`config.mk`:
```
export PLATFORM = sky130hd
export DESIGN_NAME = tree_node_id_path_codec
export DESIGN_NICKNAME = d
export VERILOG_FILES = /design/src/hdl/tnipc_pkg.sv /design/src/hdl/tree_node_id_path_codec.sv /design/src/hdl/tnipc_ram.sv
export SDC_FILE = /design/constraint.sdc
export NUM_CORES = 2
export LEC_CHECK = 0
export BUFFER_PORTS_ARGS = -buffer_cell sky130_fd_sc_hd__buf_2
export CAP_MARGIN = 20
export CORE_ASPECT_RATIO = 1.25
export CORE_UTILIZATION = 50
export CTS_BUF_LIST = sky130_fd_sc_hd__clkbuf_8
export CTS_CLUSTER_DIAMETER = 30
export DETAILED_ROUTE_END_ITERATION = 16
export PLACE_DENSITY = 0.67
export SETUP_SLACK_MARGIN = 0.02
export SYNTH_ARGS = -nofsm -noshare
export SYNTH_HDL_FRONTEND = slang
export SYNTH_SLANG_ARGS = --single-unit
```
`constraint.sdc`:
```
create_clock -name clock -period 8.03 [get_ports clock]
set_clock_uncertainty 0.15 [all_clocks]
set_input_delay 1.606 -clock clock [delete_from_list [all_inputs] [get_ports clock]]
set_output_delay 1.606 -clock clock [all_outputs]
set_load 0.05 [all_outputs]
```
`src/hdl/tnipc_pkg.sv`:
```
package tnipc_pkg;

   // Stream payload widths, padded to whole bytes
   localparam int REQ_DATA_W = 40;
   localparam int RSP_DATA_W = 48;
   localparam int CSR_ADDR_W = 4;
   localparam int CSR_DATA_W = 32;

   // Register indexes (byte address 4*index)
   localparam logic [1:0] REG_GRID_COLS     = 2'd0;
   localparam logic [1:0] REG_GRID_ROWS     = 2'd1;
   localparam logic [1:0] REG_DEEPEST_LEVEL = 2'd2;

   // Register reset values
   localparam logic [4:0] RESET_GRID_COLS     = 5'd2;
   localparam logic [4:0] RESET_GRID_ROWS     = 5'd2;
   localparam logic [3:0] RESET_DEEPEST_LEVEL = 4'd4;

   // Request kinds carried in tuser
   localparam logic FUNC_DECODE = 1'b0;
   localparam logic FUNC_ENCODE = 1'b1;

   // Result status carried in tuser
   localparam logic [1:0] STATUS_OK    = 2'd0;
   localparam logic [1:0] STATUS_ROOT  = 2'd1;
   localparam logic [1:0] STATUS_RANGE = 2'd2;

   // Step counts of the serial units
   localparam logic [3:0] DIV_STEPS   = 4'd8;
   localparam logic [3:0] SPLIT_STEPS = 4'd4;
   localparam logic [3:0] MUL_STEPS   = 4'd9;

   typedef enum logic [15:0] {
      S_IDLE      = 16'h0001,
      S_BLD_INIT  = 16'h0002,
      S_BLD_WR    = 16'h0004,
      S_BLD_MUL   = 16'h0008,
      S_BLD_ADD   = 16'h0010,
      S_DEC_RD0   = 16'h0020,
      S_DEC_CHK   = 16'h0040,
      S_DEC_RD    = 16'h0080,
      S_DEC_LD    = 16'h0100,
      S_DEC_DIV   = 16'h0200,
      S_DEC_SPLIT = 16'h0400,
      S_ENC_RD    = 16'h0800,
      S_ENC_LD    = 16'h1000,
      S_ENC_MUL   = 16'h2000,
      S_ENC_FIN   = 16'h4000,
      S_EMIT      = 16'h8000
   } state_type;

endpackage

```
`src/hdl/tree_node_id_path_codec.sv`:
```
// Decode: a table read and a check lead to a root or out-of-range result; else each tree level takes a
// table read, 8 restoring-division steps, 4 column/row split steps and an emit.
// Encode: each path element within the tree depth takes a size table read and a 9-step
// shift-add multiply, and the final element an emit as well. One transaction at a time.
// Reset (synchronous, active high) loads a 2x2 grid and deepest level 4, clears the encode
// accumulator and rebuilds the size table level by level; requests wait until done.
module tree_node_id_path_codec #(
   parameter int MAX_DEPTH = 15,
   parameter int ID_BITS   = 32
) (
   input  logic                             clock,
   input  logic                             reset,
   // Request stream
   input  logic                             req_tvalid,
   output logic                             req_tready,
   input  logic [tnipc_pkg::REQ_DATA_W-1:0] req_tdata,  // node_number, step_x, step_y
   input  logic                             req_tuser,  // func
   input  logic                             req_tlast,  // path_end
   // Result stream
   output logic                             rsp_tvalid,
   input  logic                             rsp_tready,
   output logic [tnipc_pkg::RSP_DATA_W-1:0] rsp_tdata,  // out_x, out_y, out_level, out_number
   output logic [1:0]                       rsp_tuser,  // status
   output logic                             rsp_tlast,  // last_out
   // Register port
   input  logic                             csr_psel,
   input  logic                             csr_penable,
   input  logic                             csr_pwrite,
   input  logic [tnipc_pkg::CSR_ADDR_W-1:0] csr_paddr,
   input  logic [tnipc_pkg::CSR_DATA_W-1:0] csr_pwdata,
   output logic [tnipc_pkg::CSR_DATA_W-1:0] csr_prdata,
   output logic                             csr_pready
);

   localparam int LW = $clog2(MAX_DEPTH + 1);
   localparam int AW = ID_BITS + 9;
   localparam int DW = ID_BITS + 7;
   localparam logic [ID_BITS-1:0] ID_MASK   = {ID_BITS{1'b1}};
   localparam logic [AW-1:0]      ID_MASK_W = {{9{1'b0}}, ID_MASK};

   tnipc_pkg::state_type state_ff, state_in;

   // Configuration and persistent state
   logic [4:0]         cols_ff, cols_in;
   logic [4:0]         rows_ff, rows_in;
   logic [3:0]         dlev_ff, dlev_in;
   logic               tab_err_ff, tab_err_in;
   logic [ID_BITS-1:0] enc_sum_ff, enc_sum_in;
   logic [3:0]         enc_depth_ff, enc_depth_in;
   logic               enc_err_ff, enc_err_in;
   logic               path_end_ff, path_end_in;

   // Serial datapath
   logic [LW-1:0]      addr_ff, addr_in;
   logic [3:0]         lvl_ff, lvl_in;
   logic [ID_BITS-1:0] rem_ff, rem_in;
   logic [DW-1:0]      dv_ff, dv_in;
   logic [7:0]         quo_ff, quo_in;
   logic [7:0]         sd_ff, sd_in;
   logic [3:0]         y_ff, y_in;
   logic [3:0]         cnt_ff, cnt_in;
   logic [AW-1:0]      mc_ff, mc_in;
   logic [8:0]         mq_ff, mq_in;
   logic [AW-1:0]      acc_ff, acc_in;
   logic [ID_BITS-1:0] pw_ff, pw_in;
   logic [ID_BITS-1:0] cap_ff, cap_in;
   logic               sat_ff, sat_in;

   // Staged result and output register
   logic [3:0]  stg_x_ff, stg_x_in;
   logic [3:0]  stg_y_ff, stg_y_in;
   logic [3:0]  stg_lvl_ff, stg_lvl_in;
   logic [31:0] stg_num_ff, stg_num_in;
   logic [1:0]  stg_st_ff, stg_st_in;
   logic        stg_last_ff, stg_last_in;
   logic        rsp_valid_ff, rsp_valid_in;
   logic [3:0]  rsp_x_ff, rsp_x_in;
   logic [3:0]  rsp_y_ff, rsp_y_in;
   logic [3:0]  rsp_lvl_ff, rsp_lvl_in;
   logic [31:0] rsp_num_ff, rsp_num_in;
   logic [1:0]  rsp_st_ff, rsp_st_in;
   logic        rsp_last_ff, rsp_last_in;

   // Derived values
   logic [4:0]         ecols, erows;
   logic [3:0]         top;
   logic [8:0]         grid_m;
   logic [3:0]         req_sx, req_sy;
   logic [8:0]         enc_idx;
   logic               step_bad;
   logic [LW-1:0]      enc_addr;
   logic [ID_BITS-1:0] rd_data;
   logic               tab_wr;
   logic [ID_BITS-1:0] tab_wdata;
   logic               out_free;
   logic               csr_wr;
   logic               div_ge;
   logic [DW-1:0]      div_diff;
   logic               sp_ge;
   logic               fin_err;
   logic [ID_BITS-1:0] fin_sum;
   logic [ID_BITS:0]   bld_sum;

   // Clamp grid size and depth to their usable ranges
   always_comb begin
      ecols = (cols_ff == 5'd0) ? 5'd1 : ((cols_ff > 5'd16) ? 5'd16 : cols_ff);
      erows = (rows_ff == 5'd0) ? 5'd1 : ((rows_ff > 5'd16) ? 5'd16 : rows_ff);
      top   = (32'(dlev_ff) > MAX_DEPTH) ? 4'(MAX_DEPTH) : dlev_ff;
   end

   assign grid_m   = 9'(10'(ecols) * 10'(erows));
   assign req_sx   = req_tdata[35:32];
   assign req_sy   = req_tdata[39:36];
   assign enc_idx  = 9'(9'(ecols) * 9'(req_sy) + 9'(req_sx));
   assign step_bad = ({1'b0, req_sx} >= ecols) || ({1'b0, req_sy} >= erows);
   assign enc_addr = LW'((32'(enc_depth_ff) + 32'd1) & MAX_DEPTH);
   assign out_free = !rsp_valid_ff || rsp_tready;
   assign csr_wr   = csr_psel && csr_penable && csr_pwrite && csr_pready;

   // Restoring division step and column split step
   assign div_ge   = DW'(rem_ff) >= dv_ff;
   assign div_diff = DW'(rem_ff) - dv_ff;
   assign sp_ge    = quo_ff >= sd_ff;

   // Encode accumulate and table build add
   assign fin_err = enc_err_ff || (acc_ff >= ID_MASK_W);
   assign fin_sum = enc_sum_ff + acc_ff[ID_BITS-1:0] + ID_BITS'(1);
   assign bld_sum = {1'b0, cap_ff} + {1'b0, acc_ff[ID_BITS-1:0]};

   // Subtree size table
   assign tab_wr    = (state_ff == tnipc_pkg::S_BLD_WR);
   assign tab_wdata = sat_ff ? ID_MASK : cap_ff;

   tnipc_ram #(
      .WIDTH (ID_BITS),
      .DEPTH (MAX_DEPTH + 1)
   ) u_size_ram (
      .clock   (clock),
      .wr_en   (tab_wr),
      .wr_addr (addr_ff),
      .wr_data (tab_wdata),
      .rd_addr (addr_ff),
      .rd_data (rd_data)
   );

   // Sequencer
   always_comb begin
      state_in     = state_ff;
      cols_in      = cols_ff;
      rows_in      = rows_ff;
      dlev_in      = dlev_ff;
      tab_err_in   = tab_err_ff;
      enc_sum_in   = enc_sum_ff;
      enc_depth_in = enc_depth_ff;
      enc_err_in   = enc_err_ff;
      path_end_in  = path_end_ff;
      addr_in      = addr_ff;
      lvl_in       = lvl_ff;
      rem_in       = rem_ff;
      dv_in        = dv_ff;
      quo_in       = quo_ff;
      sd_in        = sd_ff;
      y_in         = y_ff;
      cnt_in       = cnt_ff;
      mc_in        = mc_ff;
      mq_in        = mq_ff;
      acc_in       = acc_ff;
      pw_in        = pw_ff;
      cap_in       = cap_ff;
      sat_in       = sat_ff;
      stg_x_in     = stg_x_ff;
      stg_y_in     = stg_y_ff;
      stg_lvl_in   = stg_lvl_ff;
      stg_num_in   = stg_num_ff;
      stg_st_in    = stg_st_ff;
      stg_last_in  = stg_last_ff;
      rsp_valid_in = rsp_valid_ff && !rsp_tready;
      rsp_x_in     = rsp_x_ff;
      rsp_y_in     = rsp_y_ff;
      rsp_lvl_in   = rsp_lvl_ff;
      rsp_num_in   = rsp_num_ff;
      rsp_st_in    = rsp_st_ff;
      rsp_last_in  = rsp_last_ff;

      case (state_ff)
         tnipc_pkg::S_IDLE: begin
            if (req_tvalid) begin
               case (req_tuser)
                  tnipc_pkg::FUNC_DECODE: begin
                     rem_in   = ID_BITS'(req_tdata[31:0]);
                     addr_in  = '0;
                     state_in = tnipc_pkg::S_DEC_RD0;
                  end
                  tnipc_pkg::FUNC_ENCODE: begin
                     path_end_in = req_tlast;
                     if (enc_depth_ff >= top) begin
                        // Path deeper than the tree: flag and do not count
                        enc_err_in = 1'b1;
                        if (req_tlast) begin
                           stg_x_in     = '0;
                           stg_y_in     = '0;
                           stg_lvl_in   = enc_depth_ff;
                           stg_num_in   = '0;
                           stg_st_in    = tnipc_pkg::STATUS_RANGE;
                           stg_last_in  = 1'b1;
                           enc_sum_in   = '0;
                           enc_depth_in = '0;
                           enc_err_in   = 1'b0;
                           state_in     = tnipc_pkg::S_EMIT;
                        end
                     end else begin
                        enc_depth_in = enc_depth_ff + 4'd1;
                        enc_err_in   = enc_err_ff || step_bad;
                        mq_in        = enc_idx;
                        addr_in      = enc_addr;
                        state_in     = tnipc_pkg::S_ENC_RD;
                     end
                  end
                  default: ;
               endcase
            end
         end

         tnipc_pkg::S_DEC_RD0: begin
            state_in = tnipc_pkg::S_DEC_CHK;
         end

         tnipc_pkg::S_DEC_CHK: begin
            stg_x_in    = '0;
            stg_y_in    = '0;
            stg_lvl_in  = '0;
            stg_num_in  = '0;
            stg_last_in = 1'b1;
            if (tab_err_ff || (rem_ff >= rd_data)) begin
               stg_st_in = tnipc_pkg::STATUS_RANGE;
               state_in  = tnipc_pkg::S_EMIT;
            end else if (rem_ff == '0) begin
               stg_st_in = tnipc_pkg::STATUS_ROOT;
               state_in  = tnipc_pkg::S_EMIT;
            end else begin
               rem_in   = rem_ff - ID_BITS'(1);
               lvl_in   = 4'd1;
               addr_in  = LW'(1);
               state_in = tnipc_pkg::S_DEC_RD;
            end
         end

         tnipc_pkg::S_DEC_RD: begin
            state_in = tnipc_pkg::S_DEC_LD;
         end

         tnipc_pkg::S_DEC_LD: begin
            // Align the divisor to the top quotient bit
            dv_in    = {((rd_data == '0) ? ID_BITS'(1) : rd_data), 7'b0};
            quo_in   = '0;
            cnt_in   = '0;
            state_in = tnipc_pkg::S_DEC_DIV;
         end

         tnipc_pkg::S_DEC_DIV: begin
            if (cnt_ff == tnipc_pkg::DIV_STEPS) begin
               sd_in    = {ecols, 3'b0};
               y_in     = '0;
               cnt_in   = '0;
               state_in = tnipc_pkg::S_DEC_SPLIT;
            end else begin
               if (div_ge) begin
                  rem_in = div_diff[ID_BITS-1:0];
               end
               quo_in = {quo_ff[6:0], div_ge};
               dv_in  = dv_ff >> 1;
               cnt_in = cnt_ff + 4'd1;
            end
         end

         tnipc_pkg::S_DEC_SPLIT: begin
            if (cnt_ff == tnipc_pkg::SPLIT_STEPS) begin
               stg_x_in    = quo_ff[3:0];
               stg_y_in    = y_ff;
               stg_lvl_in  = lvl_ff;
               stg_num_in  = '0;
               stg_st_in   = tnipc_pkg::STATUS_OK;
               stg_last_in = (rem_ff == '0) || (lvl_ff == top);
               state_in    = tnipc_pkg::S_EMIT;
            end else begin
               if (sp_ge) begin
                  quo_in = quo_ff - sd_ff;
               end
               y_in   = {y_ff[2:0], sp_ge};
               sd_in  = sd_ff >> 1;
               cnt_in = cnt_ff + 4'd1;
            end
         end

         tnipc_pkg::S_EMIT: begin
            if (out_free) begin
               rsp_valid_in = 1'b1;
               rsp_x_in     = stg_x_ff;
               rsp_y_in     = stg_y_ff;
               rsp_lvl_in   = stg_lvl_ff;
               rsp_num_in   = stg_num_ff;
               rsp_st_in    = stg_st_ff;
               rsp_last_in  = stg_last_ff;
               if (stg_last_ff) begin
                  state_in = tnipc_pkg::S_IDLE;
               end else begin
                  // Descend one level
                  rem_in   = rem_ff - ID_BITS'(1);
                  lvl_in   = lvl_ff + 4'd1;
                  addr_in  = LW'(lvl_ff + 4'd1);
                  state_in = tnipc_pkg::S_DEC_RD;
               end
            end
         end

         tnipc_pkg::S_ENC_RD: begin
            state_in = tnipc_pkg::S_ENC_LD;
         end

         tnipc_pkg::S_ENC_LD: begin
            mc_in    = AW'(rd_data);
            acc_in   = '0;
            cnt_in   = '0;
            state_in = tnipc_pkg::S_ENC_MUL;
         end

         tnipc_pkg::S_ENC_MUL, tnipc_pkg::S_BLD_MUL: begin
            if (cnt_ff == tnipc_pkg::MUL_STEPS) begin
               state_in = (state_ff == tnipc_pkg::S_ENC_MUL) ? tnipc_pkg::S_ENC_FIN
                                                             : tnipc_pkg::S_BLD_ADD;
            end else begin
               if (mq_ff[0]) begin
                  acc_in = acc_ff + mc_ff;
               end
               mc_in  = mc_ff << 1;
               mq_in  = mq_ff >> 1;
               cnt_in = cnt_ff + 4'd1;
            end
         end

         tnipc_pkg::S_ENC_FIN: begin
            enc_err_in = fin_err;
            enc_sum_in = fin_sum;
            if (path_end_ff) begin
               stg_x_in     = '0;
               stg_y_in     = '0;
               stg_lvl_in   = enc_depth_ff;
               stg_last_in  = 1'b1;
               if (fin_err || tab_err_ff) begin
                  stg_num_in = '0;
                  stg_st_in  = tnipc_pkg::STATUS_RANGE;
               end else begin
                  stg_num_in = 32'(fin_sum);
                  stg_st_in  = tnipc_pkg::STATUS_OK;
               end
               enc_sum_in   = '0;
               enc_depth_in = '0;
               enc_err_in   = 1'b0;
               state_in     = tnipc_pkg::S_EMIT;
            end else begin
               state_in = tnipc_pkg::S_IDLE;
            end
         end

         tnipc_pkg::S_BLD_INIT: begin
            addr_in  = LW'(top);
            pw_in    = ID_BITS'(1);
            cap_in   = ID_BITS'(1);
            sat_in   = 1'b0;
            state_in = tnipc_pkg::S_BLD_WR;
         end

         tnipc_pkg::S_BLD_WR: begin
            // Entry is written by the RAM port in this state
            if (addr_ff == '0) begin
               tab_err_in = sat_ff;
               state_in   = tnipc_pkg::S_IDLE;
            end else if (sat_ff) begin
               addr_in = addr_ff - LW'(1);
            end else begin
               mc_in    = AW'(pw_ff);
               mq_in    = grid_m;
               acc_in   = '0;
               cnt_in   = '0;
               state_in = tnipc_pkg::S_BLD_MUL;
            end
         end

         tnipc_pkg::S_BLD_ADD: begin
            if (acc_ff[AW-1:ID_BITS] != '0) begin
               sat_in = 1'b1;
            end else begin
               pw_in = acc_ff[ID_BITS-1:0];
               if (bld_sum[ID_BITS]) begin
                  sat_in = 1'b1;
               end else begin
                  cap_in = bld_sum[ID_BITS-1:0];
               end
            end
            addr_in  = addr_ff - LW'(1);
            state_in = tnipc_pkg::S_BLD_WR;
         end

         default: begin
            state_in = tnipc_pkg::S_BLD_INIT;
         end
      endcase

      // Register write: update, drop the encode accumulator and rebuild the table
      if (csr_wr) begin
         case (csr_paddr[3:2])
            tnipc_pkg::REG_GRID_COLS: begin
               cols_in  = csr_pwdata[4:0];
               state_in = tnipc_pkg::S_BLD_INIT;
            end
            tnipc_pkg::REG_GRID_ROWS: begin
               rows_in  = csr_pwdata[4:0];
               state_in = tnipc_pkg::S_BLD_INIT;
            end
            tnipc_pkg::REG_DEEPEST_LEVEL: begin
               dlev_in  = csr_pwdata[3:0];
               state_in = tnipc_pkg::S_BLD_INIT;
            end
            default: ;
         endcase
         if (state_in == tnipc_pkg::S_BLD_INIT) begin
            enc_sum_in   = '0;
            enc_depth_in = '0;
            enc_err_in   = 1'b0;
         end
      end
   end

   // Control state
   always_ff @(posedge clock) begin
      if (reset) begin
         state_ff     <= tnipc_pkg::S_BLD_INIT;
         cols_ff      <= tnipc_pkg::RESET_GRID_COLS;
         rows_ff      <= tnipc_pkg::RESET_GRID_ROWS;
         dlev_ff      <= tnipc_pkg::RESET_DEEPEST_LEVEL;
         tab_err_ff   <= 1'b0;
         enc_sum_ff   <= '0;
         enc_depth_ff <= '0;
         enc_err_ff   <= 1'b0;
         rsp_valid_ff <= 1'b0;
      end else begin
         state_ff     <= state_in;
         cols_ff      <= cols_in;
         rows_ff      <= rows_in;
         dlev_ff      <= dlev_in;
         tab_err_ff   <= tab_err_in;
         enc_sum_ff   <= enc_sum_in;
         enc_depth_ff <= enc_depth_in;
         enc_err_ff   <= enc_err_in;
         rsp_valid_ff <= rsp_valid_in;
      end
   end

   // Datapath and payload
   always_ff @(posedge clock) begin
      path_end_ff <= path_end_in;
      addr_ff     <= addr_in;
      lvl_ff      <= lvl_in;
      rem_ff      <= rem_in;
      dv_ff       <= dv_in;
      quo_ff      <= quo_in;
      sd_ff       <= sd_in;
      y_ff        <= y_in;
      cnt_ff      <= cnt_in;
      mc_ff       <= mc_in;
      mq_ff       <= mq_in;
      acc_ff      <= acc_in;
      pw_ff       <= pw_in;
      cap_ff      <= cap_in;
      sat_ff      <= sat_in;
      stg_x_ff    <= stg_x_in;
      stg_y_ff    <= stg_y_in;
      stg_lvl_ff  <= stg_lvl_in;
      stg_num_ff  <= stg_num_in;
      stg_st_ff   <= stg_st_in;
      stg_last_ff <= stg_last_in;
      rsp_x_ff    <= rsp_x_in;
      rsp_y_ff    <= rsp_y_in;
      rsp_lvl_ff  <= rsp_lvl_in;
      rsp_num_ff  <= rsp_num_in;
      rsp_st_ff   <= rsp_st_in;
      rsp_last_ff <= rsp_last_in;
   end

   // Register readback
   always_comb begin
      case (csr_paddr[3:2])
         tnipc_pkg::REG_GRID_COLS:     csr_prdata = {27'b0, cols_ff};
         tnipc_pkg::REG_GRID_ROWS:     csr_prdata = {27'b0, rows_ff};
         tnipc_pkg::REG_DEEPEST_LEVEL: csr_prdata = {28'b0, dlev_ff};
         default:                      csr_prdata = '0;
      endcase
   end

   assign csr_pready = 1'b1;
   assign req_tready = (state_ff == tnipc_pkg::S_IDLE);
   assign rsp_tvalid = rsp_valid_ff;
   assign rsp_tdata  = {4'b0, rsp_num_ff, rsp_lvl_ff, rsp_y_ff, rsp_x_ff};
   assign rsp_tuser  = rsp_st_ff;
   assign rsp_tlast  = rsp_last_ff;

endmodule

```
`src/hdl/tnipc_ram.sv`:
```
module tnipc_ram #(
   parameter int WIDTH = 32,
   parameter int DEPTH = 16
) (
   input  logic                     clock,
   input  logic                     wr_en,
   input  logic [$clog2(DEPTH)-1:0] wr_addr,
   input  logic [WIDTH-1:0]         wr_data,
   input  logic [$clog2(DEPTH)-1:0] rd_addr,
   output logic [WIDTH-1:0]         rd_data
);

   logic [WIDTH-1:0] mem_ff [DEPTH];

   // Write one entry, read one entry through the output register
   always_ff @(posedge clock) begin
      if (wr_en) begin
         mem_ff[wr_addr] <= wr_data;
      end
      rd_data <= mem_ff[rd_addr];
   end

endmodule
```
# [Yosys cells after proc, flatten, opt, wreduce, memory -nomap -nowiden]
# Memory sizes are Yosys's and may differ from the RTL's. A register that Yosys moved wholly into a read port is not among the register bits.
# Cells that the tools add are included.
[word_totals] latch_bits=0 rom_bits=0 memories=1 output_inout_bits=86 ramBits=512 ff_bits=423
[classes] eq_ne=50 reduce_logical=55 shifts=0 n_addsub=13 n_mul=2 bitwise=1 mux=157 n_div=0 order_cmp=9
[mem_list] memory="u_size_ram.mem_ff" words=16 word_bits=32 rd=1 rd_clocked_by_memory_dff=1 write_ports=1 line="tnipc_ram.sv:13" text="logic [WIDTH-1:0] mem_ff [DEPTH];"
[op_table] op="$mux 32" n=27
[op_table] op="$mux 41" n=7
[op_table] op="$pmux 32 s4" n=2
[op_table] op="$pmux 41 s3" n=2
[op_table] op="$mux 16" n=15
[op_table] op="$pmux 16 s14" n=1
[op_table] op="$pmux 32 s2" n=3
[op_table] op="$mux 4" n=35
[op_table] op="$pmux 39 s2" n=1
[op_table] op="$logic_not 32->1" n=2
[op_table] op="$mux 9" n=6
[op_table] op="$mux 8" n=6
[op_table] op="$pmux 4 s4" n=3
[op_table] op="$ne 2x2->1 const B" n=21
[op_table] op="$add 41x41->41" n=1
[op_table] op="$ge 41x32->1 const B" n=1
[op_table] op="$ge 32x39->1" n=1
[op_table] op="$mux 39" n=1
[op_table] op="$add 32x32->33" n=1
[op_table] op="$add 32x1->32 const B" n=1
[op_table] op="$add 32x32->32" n=1
[op_table] op="$eq 16x2->1 const B" n=2
[op_table] op="$ge 32x32->1" n=1
[op_table] op="$pmux 16 s2" n=1
[op_table] op="other kinds (70)" n=145

# [Depth between registers and ports, before layout]
[depth] depth_word=12 depth_mapped=20 depth_no_buf=19

# [By module]
# Synthesis repeated with hierarchy kept, for this count alone.
[unflattened] cells_unflattened=3702 hier_area_um2=47460.5
[modules_own_cells] module="tree_node_id_path_codec" n_inst=1 area_each_um2=27625.2 cells_each=2864 seq_area_each_um2=12011.5
[modules_own_cells] module="tnipc_ram" n_inst=1 area_each_um2=19835.3 cells_each=838 seq_area_each_um2=16015.4

# [Worst setup path after synthesis]
# No wires, ideal clock.
[synth_path] kind="reg2reg" startpoint="register addr_ff[0]" endpoint="register acc_ff[0], enable pin" n_path_buf=3 path_slack_ps=2077 arrival_time_ps=5402 period_less_slack_ps=5953 path_stages_with_launch=11 path_cell_list="edfxtp_1 -> clkbuf_1 -> clkbuf_1 -> buf_1 -> inv_1 -> ha_1 -> or3b_2 -> nor2b_1 -> o22ai_1 -> a21oi_1 -> o21a_1"
[synth_via] elab_chain_cells=3
[synth_lines] element="from (decl)" line="tree_node_id_path_codec.sv:54" text="logic [LW-1:0] addr_ff, addr_in;"
[synth_lines] element="from (signal assigned)" line="tree_node_id_path_codec.sv:462" text="addr_ff <= addr_in;"
[synth_lines] element="$logic_not 4->1" line="tree_node_id_path_codec.sv:375" text="if (addr_ff == '0) begin"
[synth_lines] element="$ne 2x2->1 (no line)"
[synth_lines] element="$reduce_and 5->1 (no line)"
[synth_lines] element="to (signal assigned)" line="tree_node_id_path_codec.sv:472" text="acc_ff <= acc_in;"
[synth_lines] element="to (decl)" line="tree_node_id_path_codec.sv:64" text="logic [AW-1:0] acc_ff, acc_in;"
# No other way between the ends.
# A chain may end at the register's enable or synchronous reset.

# [Worst setup path in the final report]
[layout_path] startpoint="register state_ff[5]" endpoint="register rem_ff[31] (data pin)"
[layout_via] elab_chain_cells=2
[layout_lines] element="from (decl)" line="tree_node_id_path_codec.sv:41" text="tnipc_pkg::state_type state_ff, state_in;"
[layout_lines] element="from (signal assigned)" line="tree_node_id_path_codec.sv:437" text="state_ff <= tnipc_pkg::S_BLD_INIT;"
[layout_lines] element="from (signal assigned)" line="tree_node_id_path_codec.sv:447" text="state_ff <= state_in;"
[layout_lines] element="$eq 16x16->1, or another cell as far along" line="tree_node_id_path_codec.sv:185" text="case (state_ff)"
[layout_lines] element="$pmux 32 s4 (*)" line="tree_node_id_path_codec.sv:185"
[layout_lines] element="named net rem_in[31]" line="tree_node_id_path_codec.sv:56" text="logic [ID_BITS-1:0] rem_ff, rem_in;"
[layout_lines] element="to (signal assigned)" line="tree_node_id_path_codec.sv:464" text="rem_ff <= rem_in;"
[layout_lines] element="to (decl)" line="tree_node_id_path_codec.sv:56"
# Mark *: on every way through the listed nets, which the timed path passes. The rest lies on a longest branch.

==> impl_metrics.yaml <==
status:
  status: "completed"
routing:
  dr.pass1.iters: 5
  drc: 0
  dr_total_vias: 30270
  postRouteAntennaNets: 0
  wirelength_um: 116100
  wire_per_inst_um: 22.33
  drt_iter0_markers: 2436
  via_per_inst: 5.820
synth:
  synth_area_um2: 47500
  syn_area_per_cell_um2: 13.18
  synth_largest_area_cell: "edfxtp_1"
  synthFlopType: "edfxtp_1"
  synth_cell_types: 87
  async_reset_ff_share_pct: 0
  synth-seq-cells: 967
  synthCells: 3604
  post-synth-top-count-cell: "edfxtp_1"
  seq_area_frac_synth_pct: 59.00
  synth_enable_flop_cells: 866
  synth-warning-count: 0
  synthTopCellsByCount: "edfxtp_1 (866), nand2_1 (286), nor2_1 (271), ha_1 (263), inv_1 (189)"
  synth.top_cells.by_area: "edfxtp_1 (55%), mux4_2 (7.6%), ha_1 (6.9%)"
  netlist.area_leader.share_pct: 54.75
timing:
  slew_viol_final: 0
  maxSlewHeadroom_pct: 27.42
  hold_violations: 0
  worst_slew_pin_slew_ns: 1.089
  period_minus_slack_ns: 5.297
  tns_ns: 0
  fmax_mhz: 188.8
  rsz0062_at_grt: "false"
  fin_crit_sh_pct: 65.97
  setup_viol: 0
critical_path:
  cp_max_fo: 30
  critPathLaunchType: "flop"
  path_cells: "or4_4 > nor3_2 > and3_1 > nor2_2 > buf_4 > nand2_1 > ha_1 > a21oi_1 > o21ai_0 > or3_1 > o21ai_0 > a31oi_1 > nor2_1 > o2111ai_1 > a21oi_1 > xnor3_1 > o221ai_1"
  critPathKind: "flop to flop"
  crit_required_ns: 8.54
  critPathArrivalTime_ns: 5.81
  cpMaxStageDelayCell: "or4_4"
  worst_setup_path_end_kind: "flop"
  critPathMaxStageDelay_ns: 0.59
placed_design:
  hpwlAfterDp_um: 75540
  portBuffers: 109
  place.gp.congestion: 0.9009
grt:
  antenna_found_initial: 5
  grt_first_pass_wirelength_um: 178000
  grt_max_degree: 88
  grt-ovfl-total: 0
  first_global_vias: 30440
  gr-usage-all-layers_pct: 24.38
final_layout:
  multiInputGateArea_um2: 18250
  syn_to_final_growth_pct: 12.34
  drive_gt1_share_pct: 17.44
  fin_nets: 4196
  fillCellCount: 7671
  seq_area_um2: 28030
clocking:
  htreeDepth: 4
  cts_buffers: 176
  cts_buffer_depth: 3
  clk_latency_ns: 0.85
  cts_tree: "done"
  clkTransAtPathRegs_ns: 0.06
  ctsResizeCount: 0
  cts_root_buf: "clkbuf_8"
  cts_sinks: 967
  hold_buffers: 0
  post_cts_buffers: 0
pwr:
  power_frac_seq_pct: 46.0
  p_leak_nw: 20.46
  cellInternalPower_mw: 9.660
  power_mw: 13.58
  ir_drop_v: 0.0001745
  swShare_pct: 28.84
  combPwrFrac_pct: 17.6
  powerDensity_nw_per_um2: 254.4
  clockPowerShare_pct: 36.4
  p_switching_mw: 3.916
die:
  rows: 126
  coreArea_um2: 94280
  ios: 171
  die_w_um: 277.7
  die_h_um: 346.6
  start_util_pct: 50.38
  die_area_um2: 96240
hold_path:
  hp-class: "flop to flop"
job:
  drv_cap: 0
-- cell families after synthesis --
group,Yosys count,synth area share [%]
AO/OA/AOI/OAI,683,9.262
XOR/XNOR,141,2.629
adder cells (fa/ha/maj),285,7.855
buffers and inverters,345,2.992
flip-flops,967,59.00
multiplexers,181,8.029
other,2,0.01581
AND/OR/NAND/NOR,1000,10.21
-- final cells by class --
class | instances | share of cell area, %
repair buffers | 169 | 1.904
multi-input cells | 2322 | 34.19
well taps | 1216 | 2.851
inverters | 190 | 1.337
clock buffers | 186 | 4.797
clock inverters | 145 | 2.371
diodes | 5 | 0.02345
flip-flops and latches | 967 | 52.52
-- through the flow --
stage	utilization, %	worst slack [ns]	hold slack (ns)	instances	cell area (µm²)
final	56.60	2.733	0.2601	5200	53360
after CTS	56.59	2.869	0.2603	5195	53350
after global placement	52.52	2.759	0.2529	4863	49510
after floorplan	-	2.077	0.2503	3634	47610
after global routing	56.60	2.408	0.2563	5198	53360
after detailed placement	52.53	2.767	0.2545	4864	49520
-- sequential cells by signal (all words and copies together), names as in the netlist, 8 cells and up --
register and cells:
mq_ff 9, rem_ff 32, pw_ff 32, u_size_ram.mem_ff 512, rsp_num_ff 32, state_ff 16
cap_ff 32, u_size_ram.rd_data 32, sd_ff 8, enc_sum_ff 32, mc_ff 41, quo_ff 8
dv_ff 39, acc_ff 41, stg_num_ff 32
-- critical path, delay by kind of cell (launching register included) --
family	cells	cell delay, ns
flip-flops	1	0.38
AND/OR/NAND/NOR	7	2.16
AO/OA/AOI/OAI	7	1.60
adder cells (fa/ha/maj)	1	0.29
XOR/XNOR	1	0.27
buffers and inverters	1	0.25
-- cells in the final DEF, fill, tap and decap left out, types with 20 or more instances in the layout --
cell,netlist,routed
edfxtp_1,866,866
nand2_1,286,286
nor2_1,271,265
ha_1,263,263
inv_1,189,247
clkbuf_8,0,186
o21ai_0,171,170
a21oi_1,165,164
mux4_2,160,160
buf_2,2,109
dfxtp_1,101,101
a21o_1,98,98
xnor2_1,72,72
xor2_1,68,68
and2_1,76,65
buf_4,33,58
nand3_1,57,57
nor3_1,53,52
or2_2,45,45
o21a_1,42,41
nor2b_1,39,39
nand2b_1,38,38
a22oi_1,37,37
nand4_1,34,34
conb_1,2,32
nor4_1,27,27
fa_1,22,22
mux2i_1,21,21
a211oi_1,20,20
-- power groups by stage --
stage | combinational (mW) | sequential (mW) | clock, mW
CTS | 2.40 | 6.24 | 5.03
detailed placement | 2.39 | 6.34 | 0
global route | 2.61 | 6.25 | 5.25
floorplan | 1.71 | 6.14 | 0
finish | 2.39 | 6.25 | 4.94
global placement | 2.34 | 6.34 | 0
-- worst paths after layout --
path | from | slack [ns] | cells past startpoint | to
worst max-delay path | state_ff[5]$_SDFF_PP0_ | 2.73 | 17 | rem_ff[31]$_DFFE_PP_
worst min-delay path | stg_num_ff[30]$_SDFFCE_PP0P_ | 0.26 | 0 | rsp_num_ff[30]$_DFFE_PP_
worst max register to register | state_ff[5]$_SDFF_PP0_ | 2.73 | 17 | rem_ff[31]$_DFFE_PP_
worst min register to register | stg_num_ff[30]$_SDFFCE_PP0P_ | 0.26 | 0 | rsp_num_ff[30]$_DFFE_PP_
-- layer usage --
layer	routed length [µm]	track usage [%]	share of wire (%)
met5	13	0	0.011
met4	4486	10.66	3.9
met3	7768	4.574	6.7
met2	57690	41.41	50
met1	46140	30.35	40
Note: power is estimated with default switching activity, not from simulation.
